<file path="config.mk">
export PLATFORM = sky130hd
export DESIGN_NAME = motor_command_frame_engine_top_flat
export DESIGN_NICKNAME = d
export VERILOG_FILES = /design/src/rtl/mcfe_pkg.sv /design/src/rtl/mcfe_in_if.sv /design/src/rtl/mcfe_out_if.sv /design/src/rtl/mcfe_front.sv /design/src/rtl/mcfe_queue.sv /design/src/rtl/mcfe_back.sv /design/src/rtl/motor_command_frame_engine_top.sv /design/src/flat_wrapper.sv
export VERILOG_INCLUDE_DIRS = /design/src /design/src/rtl
export SDC_FILE = /design/constraint.sdc
export NUM_CORES = 1
export LEC_CHECK = 0
export ABC_AREA = 1
export BUFFER_PORTS_ARGS = -buffer_cell sky130_fd_sc_hd__buf_4
export CORE_MARGIN = 4
export CORE_UTILIZATION = 50
export CTS_CLUSTER_DIAMETER = 100
export CTS_CLUSTER_SIZE = 12
export DETAILED_ROUTE_END_ITERATION = 12
export PLACE_DENSITY = 0.69
export SYNTH_ARGS = -nofsm -noshare
export SYNTH_HDL_FRONTEND = slang
export SYNTH_HIERARCHICAL = 1
export SYNTH_SLANG_ARGS = --single-unit
</file>
<file path="constraint.sdc">
create_clock -name clk -period 5.75 [get_ports clk]
set_input_delay 0.575 -clock clk [delete_from_list [all_inputs] [get_ports clk]]
set_output_delay 0.575 -clock clk [all_outputs]
set_load 0.01 [all_outputs]
</file>
<file path="src/rtl/assert_macros.svh">
// Assertion helpers shared by the RTL. Each macro checks on the rising clock
// edge and stays quiet while the active-low reset is asserted.
`ifndef ASSERT_MACROS_SVH
`define ASSERT_MACROS_SVH

`ifndef SYNTHESIS

// The expression holds at every clock edge.
`define ASSERT_ALWAYS(label, clk, rst_n, expr) \
    label: assert property (@(posedge clk) disable iff (!rst_n) (expr)) \
        else $error("assertion failed");

// When the antecedent holds, the consequent holds in the same cycle.
`define ASSERT_IMPLIES(label, clk, rst_n, ante, cons) \
    label: assert property (@(posedge clk) disable iff (!rst_n) (ante) |-> (cons)) \
        else $error("assertion failed");

// When the antecedent holds, the consequent holds in the next cycle.
`define ASSERT_NEXT(label, clk, rst_n, ante, cons) \
    label: assert property (@(posedge clk) disable iff (!rst_n) (ante) |=> (cons)) \
        else $error("assertion failed");

`else

`define ASSERT_ALWAYS(label, clk, rst_n, expr)
`define ASSERT_IMPLIES(label, clk, rst_n, ante, cons)
`define ASSERT_NEXT(label, clk, rst_n, ante, cons)

`endif

`endif

</file>
<file path="src/rtl/mcfe_pkg.sv">
`default_nettype none

package mcfe_pkg;

    localparam int FRAME_BYTES = 9;
    localparam int POS_W       = 4;

    // Byte positions inside a reply frame.
    localparam logic [POS_W-1:0] POS_MODULE  = 4'd1;
    localparam logic [POS_W-1:0] POS_STATUS  = 4'd2;
    localparam logic [POS_W-1:0] POS_COMMAND = 4'd3;
    localparam logic [POS_W-1:0] POS_VALUE   = 4'd4;
    localparam logic [POS_W-1:0] POS_LAST    = POS_W'(FRAME_BYTES - 1);

    // Command codes of an input item.
    localparam logic CMD_SEND    = 1'b0;
    localparam logic CMD_RECEIVE = 1'b1;

    // Kinds of result item.
    localparam logic KIND_TX    = 1'b0;
    localparam logic KIND_REPLY = 1'b1;

    // Configuration register indexes.
    localparam int CFG_IDX_W  = 2;
    localparam int CFG_DATA_W = 8;

    typedef enum logic [CFG_IDX_W-1:0] {
        CFG_MODULE_ADDRESS = 2'd0,
        CFG_REPLY_ADDRESS  = 2'd1,
        CFG_MOTOR_NUMBER   = 2'd2
    } cfg_index_t;

    // One queued job. A frame job carries the four header bytes and the value;
    // a reply job carries status in b0, command in b1, the value and the error.
    typedef struct packed {
        logic        is_reply;
        logic [7:0]  b0;
        logic [7:0]  b1;
        logic [7:0]  b2;
        logic [7:0]  b3;
        logic [31:0] value;
        logic        err;
    } mcfe_entry_t;

    typedef struct packed {
        logic        valid;
        mcfe_entry_t entry;
    } mcfe_push_t;

    typedef struct packed {
        logic empty;
        logic full;
    } mcfe_qstat_t;

    // Byte of a transmit frame at a given position; the checksum position
    // returns the accumulated sum.
    function automatic logic [7:0] frame_byte(mcfe_entry_t e, logic [POS_W-1:0] pos,
                                              logic [7:0] sum);
        logic [7:0] b;
        case (pos)
            4'd0:    b = e.b0;
            4'd1:    b = e.b1;
            4'd2:    b = e.b2;
            4'd3:    b = e.b3;
            4'd4:    b = e.value[31:24];
            4'd5:    b = e.value[23:16];
            4'd6:    b = e.value[15:8];
            4'd7:    b = e.value[7:0];
            default: b = sum;
        endcase
        return b;
    endfunction

endpackage

`default_nettype wire

</file>
<file path="src/rtl/mcfe_in_if.sv">
`default_nettype none

interface mcfe_in_if;
    logic        valid;
    logic        ready;
    logic        command;
    logic [7:0]  instruction;
    logic [7:0]  kind_of_access;
    logic [31:0] operand_value;
    logic [7:0]  rx_byte;

    modport source (output valid, command, instruction, kind_of_access, operand_value,
                    rx_byte, input ready);
    modport sink (input valid, command, instruction, kind_of_access, operand_value,
                  rx_byte, output ready);
endinterface

`default_nettype wire

</file>
<file path="src/rtl/mcfe_out_if.sv">
`default_nettype none

interface mcfe_out_if;
    logic        valid;
    logic        ready;
    logic        result_kind;
    logic [7:0]  tx_byte;
    logic        last_byte;
    logic [7:0]  reply_status;
    logic [7:0]  reply_command;
    logic [31:0] reply_value;
    logic        reply_error;

    modport source (output valid, result_kind, tx_byte, last_byte, reply_status,
                    reply_command, reply_value, reply_error, input ready);
    modport sink (input valid, result_kind, tx_byte, last_byte, reply_status,
                  reply_command, reply_value, reply_error, output ready);
endinterface

`default_nettype wire

</file>
<file path="src/rtl/mcfe_front.sv">
`default_nettype none

module mcfe_front (
    input  wire                   clk,
    input  wire                   rst_n,
    mcfe_in_if.sink               in_ch,
    input  wire [7:0]             module_address,
    input  wire [7:0]             reply_address,
    input  wire [7:0]             motor_number,
    input  wire mcfe_pkg::mcfe_qstat_t q_stat,
    output mcfe_pkg::mcfe_push_t  q_push
);
    import mcfe_pkg::*;

    logic             collecting_reg, collecting_next;
    logic [POS_W-1:0] pos_reg, pos_next;
    logic [7:0]       sum_reg, sum_next;
    logic [7:0]       status_reg, status_next;
    logic [7:0]       command_reg, command_next;
    logic [31:0]      value_reg, value_next;
    logic             accept;

    // A job needs a queue slot only at the end of a reply or on a send, but
    // the handshake must not look at the payload, so any full queue stalls.
    assign in_ch.ready = !q_stat.full;
    assign accept      = in_ch.valid && in_ch.ready;

    always_comb
    begin
        collecting_next = collecting_reg;
        pos_next        = pos_reg;
        sum_next        = sum_reg;
        status_next     = status_reg;
        command_next    = command_reg;
        value_next      = value_reg;
        q_push          = '0;

        if (accept)
        begin
            if (in_ch.command == CMD_SEND)
            begin
                q_push.valid          = 1'b1;
                q_push.entry.is_reply = 1'b0;
                q_push.entry.b0       = module_address;
                q_push.entry.b1       = in_ch.instruction;
                q_push.entry.b2       = in_ch.kind_of_access;
                q_push.entry.b3       = motor_number;
                q_push.entry.value    = in_ch.operand_value;
                // A send abandons any partial reply.
                collecting_next       = 1'b0;
                pos_next              = '0;
                sum_next              = '0;
            end
            else if (!collecting_reg)
            begin
                if (in_ch.rx_byte == reply_address)
                begin
                    collecting_next = 1'b1;
                    pos_next        = POS_MODULE;
                    sum_next        = in_ch.rx_byte;
                    status_next     = '0;
                    command_next    = '0;
                    value_next      = '0;
                end
            end
            else if (pos_reg < POS_MODULE || pos_reg > POS_LAST)
            begin
                collecting_next = 1'b0;
                pos_next        = '0;
                sum_next        = '0;
            end
            else if (pos_reg == POS_LAST)
            begin
                q_push.valid          = 1'b1;
                q_push.entry.is_reply = 1'b1;
                q_push.entry.b0       = status_reg;
                q_push.entry.b1       = command_reg;
                q_push.entry.value    = value_reg;
                q_push.entry.err      = (in_ch.rx_byte != sum_reg);
                collecting_next       = 1'b0;
                pos_next              = '0;
                sum_next              = '0;
            end
            else
            begin
                sum_next = sum_reg + in_ch.rx_byte;
                if (pos_reg == POS_STATUS)
                begin
                    status_next = in_ch.rx_byte;
                end
                else if (pos_reg == POS_COMMAND)
                begin
                    command_next = in_ch.rx_byte;
                end
                else if (pos_reg >= POS_VALUE)
                begin
                    value_next = {value_reg[23:0], in_ch.rx_byte};
                end
                pos_next = pos_reg + 1'b1;
            end
        end
    end

    always_ff @(posedge clk or negedge rst_n)
    begin
        if (!rst_n)
        begin
            collecting_reg <= 1'b0;
            pos_reg        <= '0;
            sum_reg        <= '0;
            status_reg     <= '0;
            command_reg    <= '0;
            value_reg      <= '0;
        end
        else
        begin
            collecting_reg <= collecting_next;
            pos_reg        <= pos_next;
            sum_reg        <= sum_next;
            status_reg     <= status_next;
            command_reg    <= command_next;
            value_reg      <= value_next;
        end
    end

endmodule

`default_nettype wire

</file>
<file path="src/rtl/mcfe_queue.sv">
`default_nettype none
`include "assert_macros.svh"

module mcfe_queue #(
    parameter int DEPTH = 2
) (
    input  wire                   clk,
    input  wire                   rst_n,
    input  wire mcfe_pkg::mcfe_push_t push,
    input  wire                   pop,
    output mcfe_pkg::mcfe_entry_t head,
    output mcfe_pkg::mcfe_qstat_t stat
);
    import mcfe_pkg::*;

    localparam int PTR_W = (DEPTH > 1) ? $clog2(DEPTH) : 1;
    localparam int CNT_W = $clog2(DEPTH + 1);

    mcfe_entry_t      slot_reg [DEPTH];
    logic [PTR_W-1:0] wr_ptr_reg, wr_ptr_next;
    logic [PTR_W-1:0] rd_ptr_reg, rd_ptr_next;
    logic [CNT_W-1:0] count_reg, count_next;

    assign stat.empty = (count_reg == '0);
    assign stat.full  = (count_reg == CNT_W'(DEPTH));
    assign head       = slot_reg[rd_ptr_reg];

    always_comb
    begin
        wr_ptr_next = wr_ptr_reg;
        rd_ptr_next = rd_ptr_reg;
        count_next  = count_reg;
        if (push.valid)
        begin
            wr_ptr_next = (wr_ptr_reg == PTR_W'(DEPTH - 1)) ? '0 : wr_ptr_reg + 1'b1;
        end
        if (pop)
        begin
            rd_ptr_next = (rd_ptr_reg == PTR_W'(DEPTH - 1)) ? '0 : rd_ptr_reg + 1'b1;
        end
        if (push.valid && !pop)
        begin
            count_next = count_reg + 1'b1;
        end
        else if (pop && !push.valid)
        begin
            count_next = count_reg - 1'b1;
        end
    end

    always_ff @(posedge clk or negedge rst_n)
    begin
        if (!rst_n)
        begin
            wr_ptr_reg <= '0;
            rd_ptr_reg <= '0;
            count_reg  <= '0;
        end
        else
        begin
            wr_ptr_reg <= wr_ptr_next;
            rd_ptr_reg <= rd_ptr_next;
            count_reg  <= count_next;
        end
    end

    always_ff @(posedge clk)
    begin
        if (push.valid)
        begin
            slot_reg[wr_ptr_reg] <= push.entry;
        end
    end

    `ASSERT_ALWAYS(a_count_bound, clk, rst_n, count_reg <= CNT_W'(DEPTH))
    `ASSERT_IMPLIES(a_no_overflow, clk, rst_n, push.valid, !stat.full)
    `ASSERT_IMPLIES(a_no_underflow, clk, rst_n, pop, !stat.empty)

endmodule

`default_nettype wire

</file>
<file path="src/rtl/mcfe_back.sv">
`default_nettype none
`include "assert_macros.svh"

module mcfe_back (
    input  wire                   clk,
    input  wire                   rst_n,
    input  wire mcfe_pkg::mcfe_entry_t head,
    input  wire mcfe_pkg::mcfe_qstat_t q_stat,
    output logic                  pop,
    mcfe_out_if.source            out_ch
);
    import mcfe_pkg::*;

    logic             busy_reg, busy_next;
    logic [POS_W-1:0] pos_reg, pos_next;
    logic [7:0]       sum_reg, sum_next;
    mcfe_entry_t      job_reg, job_next;

    logic             out_valid_reg, out_valid_next;
    logic             kind_reg, kind_next;
    logic [7:0]       tx_reg, tx_next;
    logic             last_reg, last_next;
    logic [7:0]       status_reg, status_next;
    logic [7:0]       command_reg, command_next;
    logic [31:0]      value_reg, value_next;
    logic             error_reg, error_next;

    logic             advance;
    logic [7:0]       cur_byte;

    assign advance  = !out_valid_reg || out_ch.ready;
    assign pop      = advance && !busy_reg && !q_stat.empty;
    assign cur_byte = frame_byte(job_reg, pos_reg, sum_reg);

    always_comb
    begin
        busy_next      = busy_reg;
        pos_next       = pos_reg;
        sum_next       = sum_reg;
        job_next       = job_reg;
        out_valid_next = out_valid_reg;
        kind_next      = kind_reg;
        tx_next        = tx_reg;
        last_next      = last_reg;
        status_next    = status_reg;
        command_next   = command_reg;
        value_next     = value_reg;
        error_next     = error_reg;

        if (advance)
        begin
            out_valid_next = 1'b0;
            if (busy_reg)
            begin
                out_valid_next = 1'b1;
                kind_next      = KIND_TX;
                tx_next        = cur_byte;
                last_next      = (pos_reg == POS_LAST);
                status_next    = '0;
                command_next   = '0;
                value_next     = '0;
                error_next     = 1'b0;
                sum_next       = sum_reg + cur_byte;
                pos_next       = pos_reg + 1'b1;
                if (pos_reg == POS_LAST)
                begin
                    busy_next = 1'b0;
                end
            end
            else if (pop)
            begin
                out_valid_next = 1'b1;
                if (head.is_reply)
                begin
                    kind_next    = KIND_REPLY;
                    tx_next      = '0;
                    last_next    = 1'b0;
                    status_next  = head.b0;
                    command_next = head.b1;
                    value_next   = head.value;
                    error_next   = head.err;
                end
                else
                begin
                    // The first byte leaves now; the rest follow from job_reg.
                    kind_next    = KIND_TX;
                    tx_next      = head.b0;
                    last_next    = 1'b0;
                    status_next  = '0;
                    command_next = '0;
                    value_next   = '0;
                    error_next   = 1'b0;
                    job_next     = head;
                    sum_next     = head.b0;
                    pos_next     = POS_MODULE;
                    busy_next    = 1'b1;
                end
            end
        end
    end

    always_ff @(posedge clk or negedge rst_n)
    begin
        if (!rst_n)
        begin
            busy_reg      <= 1'b0;
            pos_reg       <= '0;
            out_valid_reg <= 1'b0;
        end
        else
        begin
            busy_reg      <= busy_next;
            pos_reg       <= pos_next;
            out_valid_reg <= out_valid_next;
        end
    end

    always_ff @(posedge clk)
    begin
        sum_reg     <= sum_next;
        job_reg     <= job_next;
        kind_reg    <= kind_next;
        tx_reg      <= tx_next;
        last_reg    <= last_next;
        status_reg  <= status_next;
        command_reg <= command_next;
        value_reg   <= value_next;
        error_reg   <= error_next;
    end

    assign out_ch.valid         = out_valid_reg;
    assign out_ch.result_kind   = kind_reg;
    assign out_ch.tx_byte       = tx_reg;
    assign out_ch.last_byte     = last_reg;
    assign out_ch.reply_status  = status_reg;
    assign out_ch.reply_command = command_reg;
    assign out_ch.reply_value   = value_reg;
    assign out_ch.reply_error   = error_reg;

    `ASSERT_IMPLIES(a_busy_pos, clk, rst_n, busy_reg, pos_reg >= POS_MODULE && pos_reg <= POS_LAST)
    `ASSERT_IMPLIES(a_busy_holds_byte, clk, rst_n, busy_reg, out_valid_reg)
    `ASSERT_IMPLIES(a_last_is_tx, clk, rst_n, out_valid_reg && last_reg, kind_reg == KIND_TX)

endmodule

`default_nettype wire

</file>
<file path="src/rtl/motor_command_frame_engine_top.sv">
`default_nettype none

// Command frame engine for a nine-byte serial motor driver protocol. An input
// transfer with command = 0 builds a command frame (module address,
// instruction, type, motor number, the 32-bit value most significant byte
// first, and an 8-bit wrapping checksum) and produces nine transmit results,
// the ninth marked with last_byte. An input transfer with command = 1 feeds
// one received byte to the deframer, which waits for the reply address,
// collects the nine-byte reply and then produces one reply result carrying
// status, echoed command, value and a checksum error flag; bytes outside a
// reply produce nothing, and a send drops any partial reply. Received bytes
// are taken one per cycle while the job queue has room. A send occupies the
// output with its nine bytes via the back end's single output register;
// the front end keeps taking bytes meanwhile until the job queue (QUEUE_DEPTH
// entries) fills. Configuration must only be written while the engine is idle.
module motor_command_frame_engine_top #(
    parameter int QUEUE_DEPTH = 2
) (
    input  wire                              clk,
    input  wire                              rst_n,
    mcfe_in_if.sink                          in_ch,
    mcfe_out_if.source                       out_ch,
    input  wire                              cfg_wr_en,
    input  wire [mcfe_pkg::CFG_IDX_W-1:0]    cfg_index,
    input  wire [mcfe_pkg::CFG_DATA_W-1:0]   cfg_data
);
    import mcfe_pkg::*;

    // Configuration registers with their reset values.
    logic [7:0] module_address_reg;
    logic [7:0] reply_address_reg;
    logic [7:0] motor_number_reg;

    mcfe_push_t  q_push;
    mcfe_qstat_t q_stat;
    mcfe_entry_t q_head;
    logic        q_pop;

    // Writes to an index past the last register are dropped.
    always_ff @(posedge clk or negedge rst_n)
    begin
        if (!rst_n)
        begin
            module_address_reg <= 8'd1;
            reply_address_reg  <= 8'd2;
            motor_number_reg   <= 8'd0;
        end
        else if (cfg_wr_en)
        begin
            case (cfg_index)
                CFG_MODULE_ADDRESS: module_address_reg <= cfg_data;
                CFG_REPLY_ADDRESS:  reply_address_reg  <= cfg_data;
                CFG_MOTOR_NUMBER:   motor_number_reg   <= cfg_data;
                default:            ;
            endcase
        end
    end

    // The front end takes every transfer, runs the reply deframer and
    // queues one job per send and per completed reply.
    mcfe_front u_front (
        .clk            (clk),
        .rst_n          (rst_n),
        .in_ch          (in_ch),
        .module_address (module_address_reg),
        .reply_address  (reply_address_reg),
        .motor_number   (motor_number_reg),
        .q_stat         (q_stat),
        .q_push         (q_push)
    );

    // The queue decouples the two ends so that a stalled output does not
    // hold up received bytes until it fills.
    mcfe_queue #(
        .DEPTH (QUEUE_DEPTH)
    ) u_queue (
        .clk   (clk),
        .rst_n (rst_n),
        .push  (q_push),
        .pop   (q_pop),
        .head  (q_head),
        .stat  (q_stat)
    );

    // The back end serializes frame jobs into nine bytes, summing as it goes,
    // and hands reply jobs straight to the output register.
    mcfe_back u_back (
        .clk    (clk),
        .rst_n  (rst_n),
        .head   (q_head),
        .q_stat (q_stat),
        .pop    (q_pop),
        .out_ch (out_ch)
    );

endmodule

`default_nettype wire

</file>
<file path="src/flat_wrapper.sv">
// flat-port wrapper written by rule: the top's interface ports become plain ports
module motor_command_frame_engine_top_flat import mcfe_pkg::*;
#(
    parameter int QUEUE_DEPTH = 2
)
  (clk, rst_n, cfg_wr_en, cfg_index, cfg_data, in_ch_valid, in_ch_command, in_ch_instruction, in_ch_kind_of_access, in_ch_operand_value, in_ch_rx_byte, in_ch_ready, out_ch_valid, out_ch_result_kind, out_ch_tx_byte, out_ch_last_byte, out_ch_reply_status, out_ch_reply_command, out_ch_reply_value, out_ch_reply_error, out_ch_ready);
  mcfe_in_if in_ch_i ();
  mcfe_out_if out_ch_i ();
  input  wire clk;
  input  wire rst_n;
  input  wire cfg_wr_en;
  input  wire [mcfe_pkg::CFG_IDX_W-1:0] cfg_index;
  input  wire [mcfe_pkg::CFG_DATA_W-1:0] cfg_data;
  input wire logic [$bits(in_ch_i.valid)-1:0] in_ch_valid;
  input wire logic [$bits(in_ch_i.command)-1:0] in_ch_command;
  input wire logic [$bits(in_ch_i.instruction)-1:0] in_ch_instruction;
  input wire logic [$bits(in_ch_i.kind_of_access)-1:0] in_ch_kind_of_access;
  input wire logic [$bits(in_ch_i.operand_value)-1:0] in_ch_operand_value;
  input wire logic [$bits(in_ch_i.rx_byte)-1:0] in_ch_rx_byte;
  output wire logic [$bits(in_ch_i.ready)-1:0] in_ch_ready;
  output wire logic [$bits(out_ch_i.valid)-1:0] out_ch_valid;
  output wire logic [$bits(out_ch_i.result_kind)-1:0] out_ch_result_kind;
  output wire logic [$bits(out_ch_i.tx_byte)-1:0] out_ch_tx_byte;
  output wire logic [$bits(out_ch_i.last_byte)-1:0] out_ch_last_byte;
  output wire logic [$bits(out_ch_i.reply_status)-1:0] out_ch_reply_status;
  output wire logic [$bits(out_ch_i.reply_command)-1:0] out_ch_reply_command;
  output wire logic [$bits(out_ch_i.reply_value)-1:0] out_ch_reply_value;
  output wire logic [$bits(out_ch_i.reply_error)-1:0] out_ch_reply_error;
  input wire logic [$bits(out_ch_i.ready)-1:0] out_ch_ready;
  assign in_ch_i.valid = in_ch_valid;
  assign in_ch_i.command = in_ch_command;
  assign in_ch_i.instruction = in_ch_instruction;
  assign in_ch_i.kind_of_access = in_ch_kind_of_access;
  assign in_ch_i.operand_value = in_ch_operand_value;
  assign in_ch_i.rx_byte = in_ch_rx_byte;
  assign in_ch_ready = in_ch_i.ready;
  assign out_ch_valid = out_ch_i.valid;
  assign out_ch_result_kind = out_ch_i.result_kind;
  assign out_ch_tx_byte = out_ch_i.tx_byte;
  assign out_ch_last_byte = out_ch_i.last_byte;
  assign out_ch_reply_status = out_ch_i.reply_status;
  assign out_ch_reply_command = out_ch_i.reply_command;
  assign out_ch_reply_value = out_ch_i.reply_value;
  assign out_ch_reply_error = out_ch_i.reply_error;
  assign out_ch_i.ready = out_ch_ready;
  motor_command_frame_engine_top #(.QUEUE_DEPTH(QUEUE_DEPTH)) u_core (.clk(clk), .rst_n(rst_n), .in_ch(in_ch_i), .out_ch(out_ch_i), .cfg_wr_en(cfg_wr_en), .cfg_index(cfg_index), .cfg_data(cfg_data));
endmodule
</file>
==> impl_results.md, run 1 <==
* Drt pass-1 iters at 5
* Fin crit period at 3.82 ns
* Netlist cell types at 44
* Core area at 0.0319 mm2
* Port Buf Inserts at 132
* RSZ-0062 raised after global routing: no
* Final HPWL DP at 25600 um
* Syn Nets at 1592
* Number of flip-flops in the largest register at 132
* Max Buffers Root-to-Sink at 3
* Row count at 65
* R2R Setup Slk at 1.93 ns
* Clock root buffer: clkbuf_16
* Leakage at 8.17 nW
* Clock sink total at 358
* First-pass GRT wire length at 58600 um
* Initial DRC count at 1119
* Total CTS buffers at 35
* Post-Layout Cell Count at 2050
* CTS H-tree depth at 2
* Setup crit end kind: flip-flop
* Share of cells above drive strength 1 at 0.178
* M2 GR Usage at 0.326
* Nets at 1696
* EDFF count, synth at 263
* Psw at 0.00265 W
* DRC at 0
* RR Endpoint: u_core/u_queue/slot_reg[0][29]$_DFFE_PP_
* CTS resizes at 0
* Synth Flop Type: edfxtp_1
* DR WL/cell at 18.2 um
* Largest net degree at the start of global routing at 68
* Register area share after synthesis at 0.630
* Setup Buffers After CTS at 0
* Vias in the first global route at 10723
* N_diodes at 0
* Fin. max-slew vios at 0
* Seq. cell area at 0.0103 mm2
* Slew margin rel. at 0.265
* Routability Congestion at 0.907
* PwrDens at 444 mW/mm2
* Clk_skew at 0.0192 ns
* Die area at 0.0356 mm2
* Max Cap Violations at 0
* Via count at 11102
* Post-layout instance area at 0.0185 mm2
* Syn_area_per_cell at 10.9 um2
* Achievable Freq at 262 MHz
* Clk_lat worst skew at 0.51 ns
* Area of the multi-input gates at 0.00509 mm2
* Worst Tran Pin Value at 1.10 ns
* Post-Synthesis Cells at 1495
* Reg clk slew, reported paths at 0.06 ns
* Ys async rst share at 0.265
* Placed inst area at 0.0175 mm2
* Layer with the highest usage: met2
* FF-to-FF path depth at 11
* Largest fanout on the critical path at 38
* Routed Antenna Nets at 0
* Initial antenna violation count at 0
* Die H at 189 um
* Filler instances at 2654
* Crit path DAT at 3.95 ns
* Worst VDD drop at 235 uV
* Dpl cells at 1997
* Int Pwr at 0.00555 W
* Post-Syn Area at 0.0163 mm2
* Fin crit share at 0.664
* Boundary pin count at 133
* Tightest hold margin at 0.0957 ns
* Initial Utilization at 0.512
* Post-CTS Hold Buffers at 0
* Met3 usage at 0.0296
* Gate power share at 0.294
* CP Launch Type: flip-flop
* Sequential cell fraction of total power at 0.458
* YS warnings at 6
* Hold Crit Class: input pin to async pin
* Launch point of the worst reg-to-reg path: u_core/u_front/pos_reg[0]$_DFFE_PN0P_
* Met1 usage at 0.300
* Overall die width at 189 um
* Grt ovf at 0
* Seq cells post-synth at 358
* Setup TNS at 0 ns
* CTS tree: yes
* Fin. Hold Viols at 0
* Setup-failing EPs final at 0
* Vias per Instance at 5.42
* Data required, critical path at 5.88 ns
* WL final at 37200 um
* CP Class: flip-flop to flip-flop
* Clock power share at 0.247
* Switching share of power at 0.323
* Final Core Density at 0.579
* Status: finished, final reports clean
* GRT Util Overall at 0.205
* Layout area overhead at 13.2%
## layout by cell type, fill, tap and decap left out, types with 2 or more instances in the layout
| cell | n |
|---|---|
| xnor2_1 | 6 |
| nand4_2 | 2 |
| dfstp_2 | 2 |
| nand2_4 | 3 |
| o21ai_0 | 58 |
| dfrtp_1 | 92 |
| inv_1 | 132 |
| buf_4 | 140 |
| o21ai_1 | 2 |
| nor2_1 | 114 |
| a31oi_1 | 2 |
| xor2_1 | 3 |
| nand3_1 | 92 |
| nor2_4 | 2 |
| nor3_1 | 29 |
| nor2_2 | 5 |
| clkbuf_1 | 16 |
| inv_2 | 13 |
| nand3_2 | 2 |
| and3_1 | 7 |
| edfxtp_1 | 263 |
| o31ai_1 | 17 |
| a21oi_1 | 33 |
| nand3_4 | 3 |
| o21a_1 | 2 |
| o22ai_1 | 6 |
| mux2_4 | 30 |
| clkbuf_16 | 35 |
| mux2_2 | 36 |
| nand2_1 | 360 |
| o21a_2 | 6 |
| nand4_1 | 65 |
| fa_1 | 2 |
| ha_1 | 23 |
## final cells by class
cell class | count | share of cell area
Inverter | 145 | 0.0295
Timing Repair Buffer | 140 | 0.0569
Sequential cell | 358 | 0.557
Multi-Input combinational cell | 919 | 0.276
Tap cell | 435 | 0.0295
Clock buffer | 52 | 0.0514
Clock inverter | 1 | 0.000474
## critical path, stage by stage, from the launching register on
cell     delay, ns
dfrtp_1       0.42
inv_1         0.10
ha_1          0.15
nand2_1       0.06
nor2_1        0.58
nand2_1       0.16
nand2_1       0.11
inv_2         0.17
nor2_1        0.31
inv_1         0.12
nor2_4        0.65
buf_4         0.58
## power groups by stage
stage / sequential, W / combinational, W / clock [W]
5_1_grt: 0.00381 / 0.00268 / 0.00218
3_5_place_dp: 0.00381 / 0.00240 / 0
4_1_cts: 0.00376 / 0.00241 / 0.00207
3_3_place_gp: 0.00379 / 0.00235 / 0
2_1_floorplan: 0.00372 / 0.00168 / 0
6_report: 0.00376 / 0.00241 / 0.00203
## per-layer routing
metal / wire length (um) / vias up
met5: 0 / -
met4: 920 / 0
met3: 2340 / 66
met2: 17300 / 411
met1: 16700 / 5320
li1: - / 5305
## logic make-up after synthesis
| kind of cell | synth area share |
|---|---|
| flops | 0.630 |
| buf+inv | 0.0588 |
| simple gates | 0.188 |
| compound gates | 0.0462 |
| fa+ha+maj | 0.0201 |
| mux | 0.0525 |
| xor+xnor | 0.00483 |
## metrics by stage
step	setup slack, ns	total power, W
global route	1.55	0.00866
detailed placement	1.94	0.00620
global placement	2.05	0.00614
floorplan	0.891	0.00541
finish	1.93	0.00820
CTS	1.91	0.00824
## Yosys cell counts (17+ instances only)
cell | n | area, um2
ha_1 | 23 | 288
nand4_1 | 65 | 407
nand3_1 | 92 | 460
mux2_4 | 30 | 450
buf_2 | 29 | 145
edfxtp_1 | 263 | 7900
mux2_2 | 36 | 405
o31ai_1 | 17 | 128
o21ai_0 | 58 | 290
nand2_1 | 360 | 1350
a21oi_1 | 33 | 165
dfrtp_1 | 93 | 2330
clkbuf_1 | 21 | 78.8
nor3_1 | 29 | 145
inv_1 | 135 | 507
nor2_1 | 115 | 432
## worst max path at each step
stage	from	endpoint	slack, ns	cells past startpoint
floorplan	u_core/u_front/pos_reg[0]$_DFFE_PN0P_	u_core/u_queue/slot_reg[0][0]$_DFFE_PP_	0.89	12
global placement	u_core/u_front/pos_reg[0]$_DFFE_PN0P_	u_core/u_queue/slot_reg[0][12]$_DFFE_PP_	2.05	11
detailed placement	u_core/u_front/pos_reg[0]$_DFFE_PN0P_	u_core/u_queue/slot_reg[0][12]$_DFFE_PP_	1.94	11
CTS	u_core/u_front/pos_reg[0]$_DFFE_PN0P_	u_core/u_queue/slot_reg[0][27]$_DFFE_PP_	1.91	11
global route	u_core/u_front/pos_reg[0]$_DFFE_PN0P_	u_core/u_queue/slot_reg[0][19]$_DFFE_PP_	1.55	11
finish	u_core/u_front/pos_reg[0]$_DFFE_PN0P_	u_core/u_queue/slot_reg[0][29]$_DFFE_PP_	1.93	11
No activity file was read; power rests on OpenSTA's default activity.
==> run 2, diff against run 1 <==
--- a/config.mk
+++ b/config.mk
@@ -6,14 +6,14 @@
 export SDC_FILE = /design/constraint.sdc
 export NUM_CORES = 1
 export LEC_CHECK = 0
-export ABC_AREA = 1
+export ABC_AREA = 0
 export BUFFER_PORTS_ARGS = -buffer_cell sky130_fd_sc_hd__buf_4
 export CORE_MARGIN = 4
 export CORE_UTILIZATION = 50
 export CTS_CLUSTER_DIAMETER = 100
 export CTS_CLUSTER_SIZE = 12
 export DETAILED_ROUTE_END_ITERATION = 12
-export PLACE_DENSITY = 0.69
+export PLACE_DENSITY = 0.7
 export SYNTH_ARGS = -nofsm -noshare
 export SYNTH_HDL_FRONTEND = slang
 export SYNTH_HIERARCHICAL = 1
==> constraint.sdc (replaced) <==
create_clock -name clk -period 3.6 [get_ports clk]
set_input_delay 0.36 -clock clk [delete_from_list [all_inputs] [get_ports clk]]
set_output_delay 0.36 -clock clk [all_outputs]
set_load 0.01 [all_outputs]
==> run 2 against run 1 <==
Net effect: critical path depth is 2 higher; synthesized cell count shrank 32%; maximum frequency increased by 11%; final cell count shrank 23%; setup slack lost 1.8 ns; clock skew shrank 0.0011 ns; wire length shrank 7.5%; global-route usage hardly changed; first-iteration DRC count fell by 30%; clock power increased by 65%; die area decreased by 6.5%; critical path type unchanged; critical endpoint is now u_core/u_back/sum_reg[5]$_DFFE_PP_; highest routed layer unchanged.
==> impl_results.md, run 2 <==
* Share of cells above drive strength 1 at 0.262 (was 0.178)
* Slew margin rel. at 0.232 (was 0.265)
* CTS H-tree depth at 2 (unchanged)
* Most frequent cell after synthesis: edfxtp_1 (was nand2_1)
* CP Class: flip-flop to flip-flop (unchanged)
* Boundary pin count at 133 (unchanged)
* Synth area leaders: edfxtp_1 (52%), dfrtp_1 (15%), mux2_2 (4.5%) (was edfxtp_1 (48%), dfrtp_1 (14%), nand2_1 (8.3%))
* Netlist cell types at 64 (was 44)
* Hold depth at 2
* Die H at 182 um (was 189 um)
* Number of flip-flops in the largest register at 132 (unchanged)
* Routed Antenna Nets at 0 (unchanged)
* Fin crit period at 3.44 ns (was 3.82 ns)
* Gate power share at 0.308 (was 0.294)
* Psw at 0.00411 W (was 0.00265 W)
* Syn_area_per_cell at 14.9 um2 (was 10.9 um2)
* Switching share of power at 0.311 (was 0.323)
* Launch point of the worst reg-to-reg path: u_core/u_back/pos_reg[0]$_DFFE_PN0P_ (was u_core/u_front/pos_reg[0]$_DFFE_PN0P_)
* Worst Tran Pin Value at 1.15 ns (was 1.10 ns)
* Clk_lat worst skew at 0.51 ns (about the same)
* Setup WS post-layout at 0.165 ns (was 1.93 ns)
* RR Endpoint: u_core/u_back/sum_reg[5]$_DFFE_PP_ (was u_core/u_queue/slot_reg[0][29]$_DFFE_PP_)
* Setup slack at placement at 0.226 ns (was 1.94 ns)
* Clock sink total at 358 (unchanged)
* Max Cap Violations at 0 (unchanged)
* Initial DRC count at 787 (was 1119)
* Worst VDD drop at 508 uV (was 235 uV)
* PwrDens at 746 mW/mm2 (was 444 mW/mm2)
* Int Pwr at 0.00911 W (was 0.00555 W)
* Via count at 9072 (was 11102)
* Vias in the first global route at 9095 (was 10723)
* Core area at 0.0298 mm2 (was 0.0319 mm2)
* Yosys top cell area share at 0.519 (was 0.484)
* Leakage at 7.01 nW (was 8.17 nW)
* Clock power share at 0.253 (was 0.247)
* Setup crit end kind: flip-flop (unchanged)
* Post-Synthesis Cells at 1020 (was 1495)
* Achievable Freq at 291 MHz (was 262 MHz)
* Drt pass-1 iters at 7 (was 5)
* Initial antenna violation count at 0 (unchanged)
* Register area share after synthesis at 0.676 (was 0.630)
* Vias per Instance at 5.76 (was 5.42)
* Routability Congestion at 0.887 (was 0.907)
* Final HPWL DP at 24100 um (was 25600 um)
* Commonest non-fill, non-tap cell in the layout: edfxtp_1 (was nand2_1)
* Initial Utilization at 0.511 (was 0.512)
* Setup-failing EPs final at 0 (unchanged)
* Layout area overhead at 16.4% (was 13.2%)
* R2R Setup Slk at 0.16 ns (was 1.93 ns)
* Grt ovf at 0 (unchanged)
* Leading area contributor after synthesis: edfxtp_1 (unchanged)
* Crit path DAT at 3.69 ns (was 3.95 ns)
* Seq cells post-synth at 358 (unchanged)
* Clk_skew at 0.0181 ns (was 0.0192 ns)
* Port Buf Inserts at 132 (unchanged)
* Max Buffers Root-to-Sink at 3 (unchanged)
* Nets at 1257 (was 1696)
* Endpoint of the worst hold path: u_core/motor_number_reg[6]$_DFFE_PN0P_
* Die area at 0.0333 mm2 (was 0.0356 mm2)
* Fin. max-slew vios at 0 (unchanged)
* Fin crit share at 0.954 (was 0.664)
* Post-Syn Area at 0.0152 mm2 (was 0.0163 mm2)
* Synth Flop Type: edfxtp_1 (unchanged)
* Total CTS buffers at 35 (unchanged)
* FF-to-FF path depth at 13 (was 11)
* DRC at 0 (unchanged)
* CTS tree: yes (unchanged)
* Reg clk slew, reported paths at 0.06 ns (about the same)
* RSZ-0062 raised after global routing: no (unchanged)
* Largest fanout on the critical path at 10 (was 38)
* CP Launch Type: flip-flop (unchanged)
* Largest net degree at the start of global routing at 68 (unchanged)
* Ys async rst share at 0.265 (unchanged)
* First-pass GRT wire length at 52800 um (was 58600 um)
* GRT Util Overall at 0.205 (about the same)
* Status: finished, final reports clean (unchanged)
* Commonest cells after routing, fill and taps aside: edfxtp_1 (263), buf_4 (153), dfrtp_1 (92) (was nand2_1 (360), edfxtp_1 (263), buf_4 (140))
* Most instantiated cells after synthesis: edfxtp_1 (263), dfrtp_1 (93), a22o_1 (75) (was nand2_1 (360), edfxtp_1 (263), inv_1 (135))
* EDFF count, synth at 263 (unchanged)
* Clock root buffer: clkbuf_16 (unchanged)
* N_diodes at 0 (unchanged)
* Overall die width at 182 um (was 189 um)
* YS warnings at 6 (unchanged)
* Final Core Density at 0.594 (was 0.579)
* Sequential cell fraction of total power at 0.439 (was 0.458)
* DR WL/cell at 21.8 um (was 18.2 um)
* Syn Nets at 1117 (was 1592)
* Setup TNS at 0 ns (unchanged)
* Row count at 63 (was 65)
* Fin. Hold Viols at 0 (unchanged)
* Hold path startpoint: cfg_data[6]
* Data required, critical path at 3.85 ns (was 5.88 ns)
* Hold Crit Class: input pin to flip-flop (was input pin to async pin)
* WL final at 34400 um (was 37200 um)
[run 2: layout make-up]
class                           count  area (um2)
Fill cell                        2282       12100
Clock buffer                       61        1000
Multi-Input combinational cell    588        4640
Timing Repair Buffer              156        1200
Tap cell                          390         488
Sequential cell                   358       10300
Inverter                           21        78.8
Clock inverter                      2        25.0
[run 2: cells by family after synthesis]
group,Yosys count,synth area share
DFF,358,0.676
AOI/OAI and AO/OA,223,0.112
and+or+nand+nor,220,0.0759
muxes,95,0.0776
buffers and inverters,74,0.0227
xor gates and xnor gates,25,0.0144
adders and majority gates,25,0.0215
[run 2: power by group through the flow]
stage | Sequential [W] | Clock (W) | Combinational, W
5_1_grt | 0.00586 | 0.00360 | 0.00446
3_3_place_gp | 0.00586 | 0 | 0.00400
4_1_cts | 0.00580 | 0.00342 | 0.00407
2_1_floorplan | 0.00582 | 0 | 0.00279
6_report | 0.00580 | 0.00335 | 0.00407
3_5_place_dp | 0.00587 | 0 | 0.00406
[run 2: through the flow]
step | cell area [um2] | total power (W) | hold WS [ns] | instances
after floorplan | 15200 | 0.00861 | 0.0644 | 1020
after global placement | 16700 | 0.00987 | 0.405 | 1512
after detailed placement | 16700 | 0.00994 | 0.401 | 1512
after CTS | 17700 | 0.0133 | 0.0990 | 1576
after global routing | 17700 | 0.0139 | 0.108 | 1576
final | 17700 | 0.0132 | 0.118 | 1576
[run 2: worst max-delay path by stage]
stage                                     startpoint                                  end  cells after the start
2_1_floorplan  u_core/u_queue/rd_ptr_reg$_DFFE_PN0P_  u_core/u_back/job_reg[10]$_DFFE_PP_                      4
3_3_place_gp    u_core/u_back/pos_reg[0]$_DFFE_PN0P_   u_core/u_back/sum_reg[5]$_DFFE_PP_                     12
3_5_place_dp    u_core/u_back/pos_reg[0]$_DFFE_PN0P_   u_core/u_back/sum_reg[5]$_DFFE_PP_                     12
4_1_cts         u_core/u_back/pos_reg[0]$_DFFE_PN0P_   u_core/u_back/sum_reg[5]$_DFFE_PP_                     12
5_1_grt         u_core/u_back/pos_reg[0]$_DFFE_PN0P_   u_core/u_back/sum_reg[5]$_DFFE_PP_                     12
6_report        u_core/u_back/pos_reg[0]$_DFFE_PN0P_   u_core/u_back/sum_reg[5]$_DFFE_PP_                     13
[run 2: timing repair]
action,4_1_cts,5_1_grt
hold endpoints to repair,41,0
resized for setup,0,0
hold buffers,1,0
setup endpoints to repair,0,0
buffers inserted,0,0
[run 2: critical path: stages (launching register included)]
cell and delay [ns]:
dfrtp_1 0.44, inv_1 0.09, ha_1 0.35, buf_4 0.22, nand3_1 0.06, o21ai_1 0.06, a2111oi_0 0.54, a21oi_1 0.13
ha_1 0.36, a21o_1 0.18, a31o_1 0.21, a21oi_1 0.19, xnor2_1 0.08, mux2_2 0.26
[run 2: per-layer routing]
layer  global-route usage  part of all wire  vias up
li1                     -                 -     4175
met1                0.311              0.46     4523
met2                0.310              0.45      328
met3               0.0337             0.064       46
met4               0.0537             0.023        0
met5                    0                 0        -
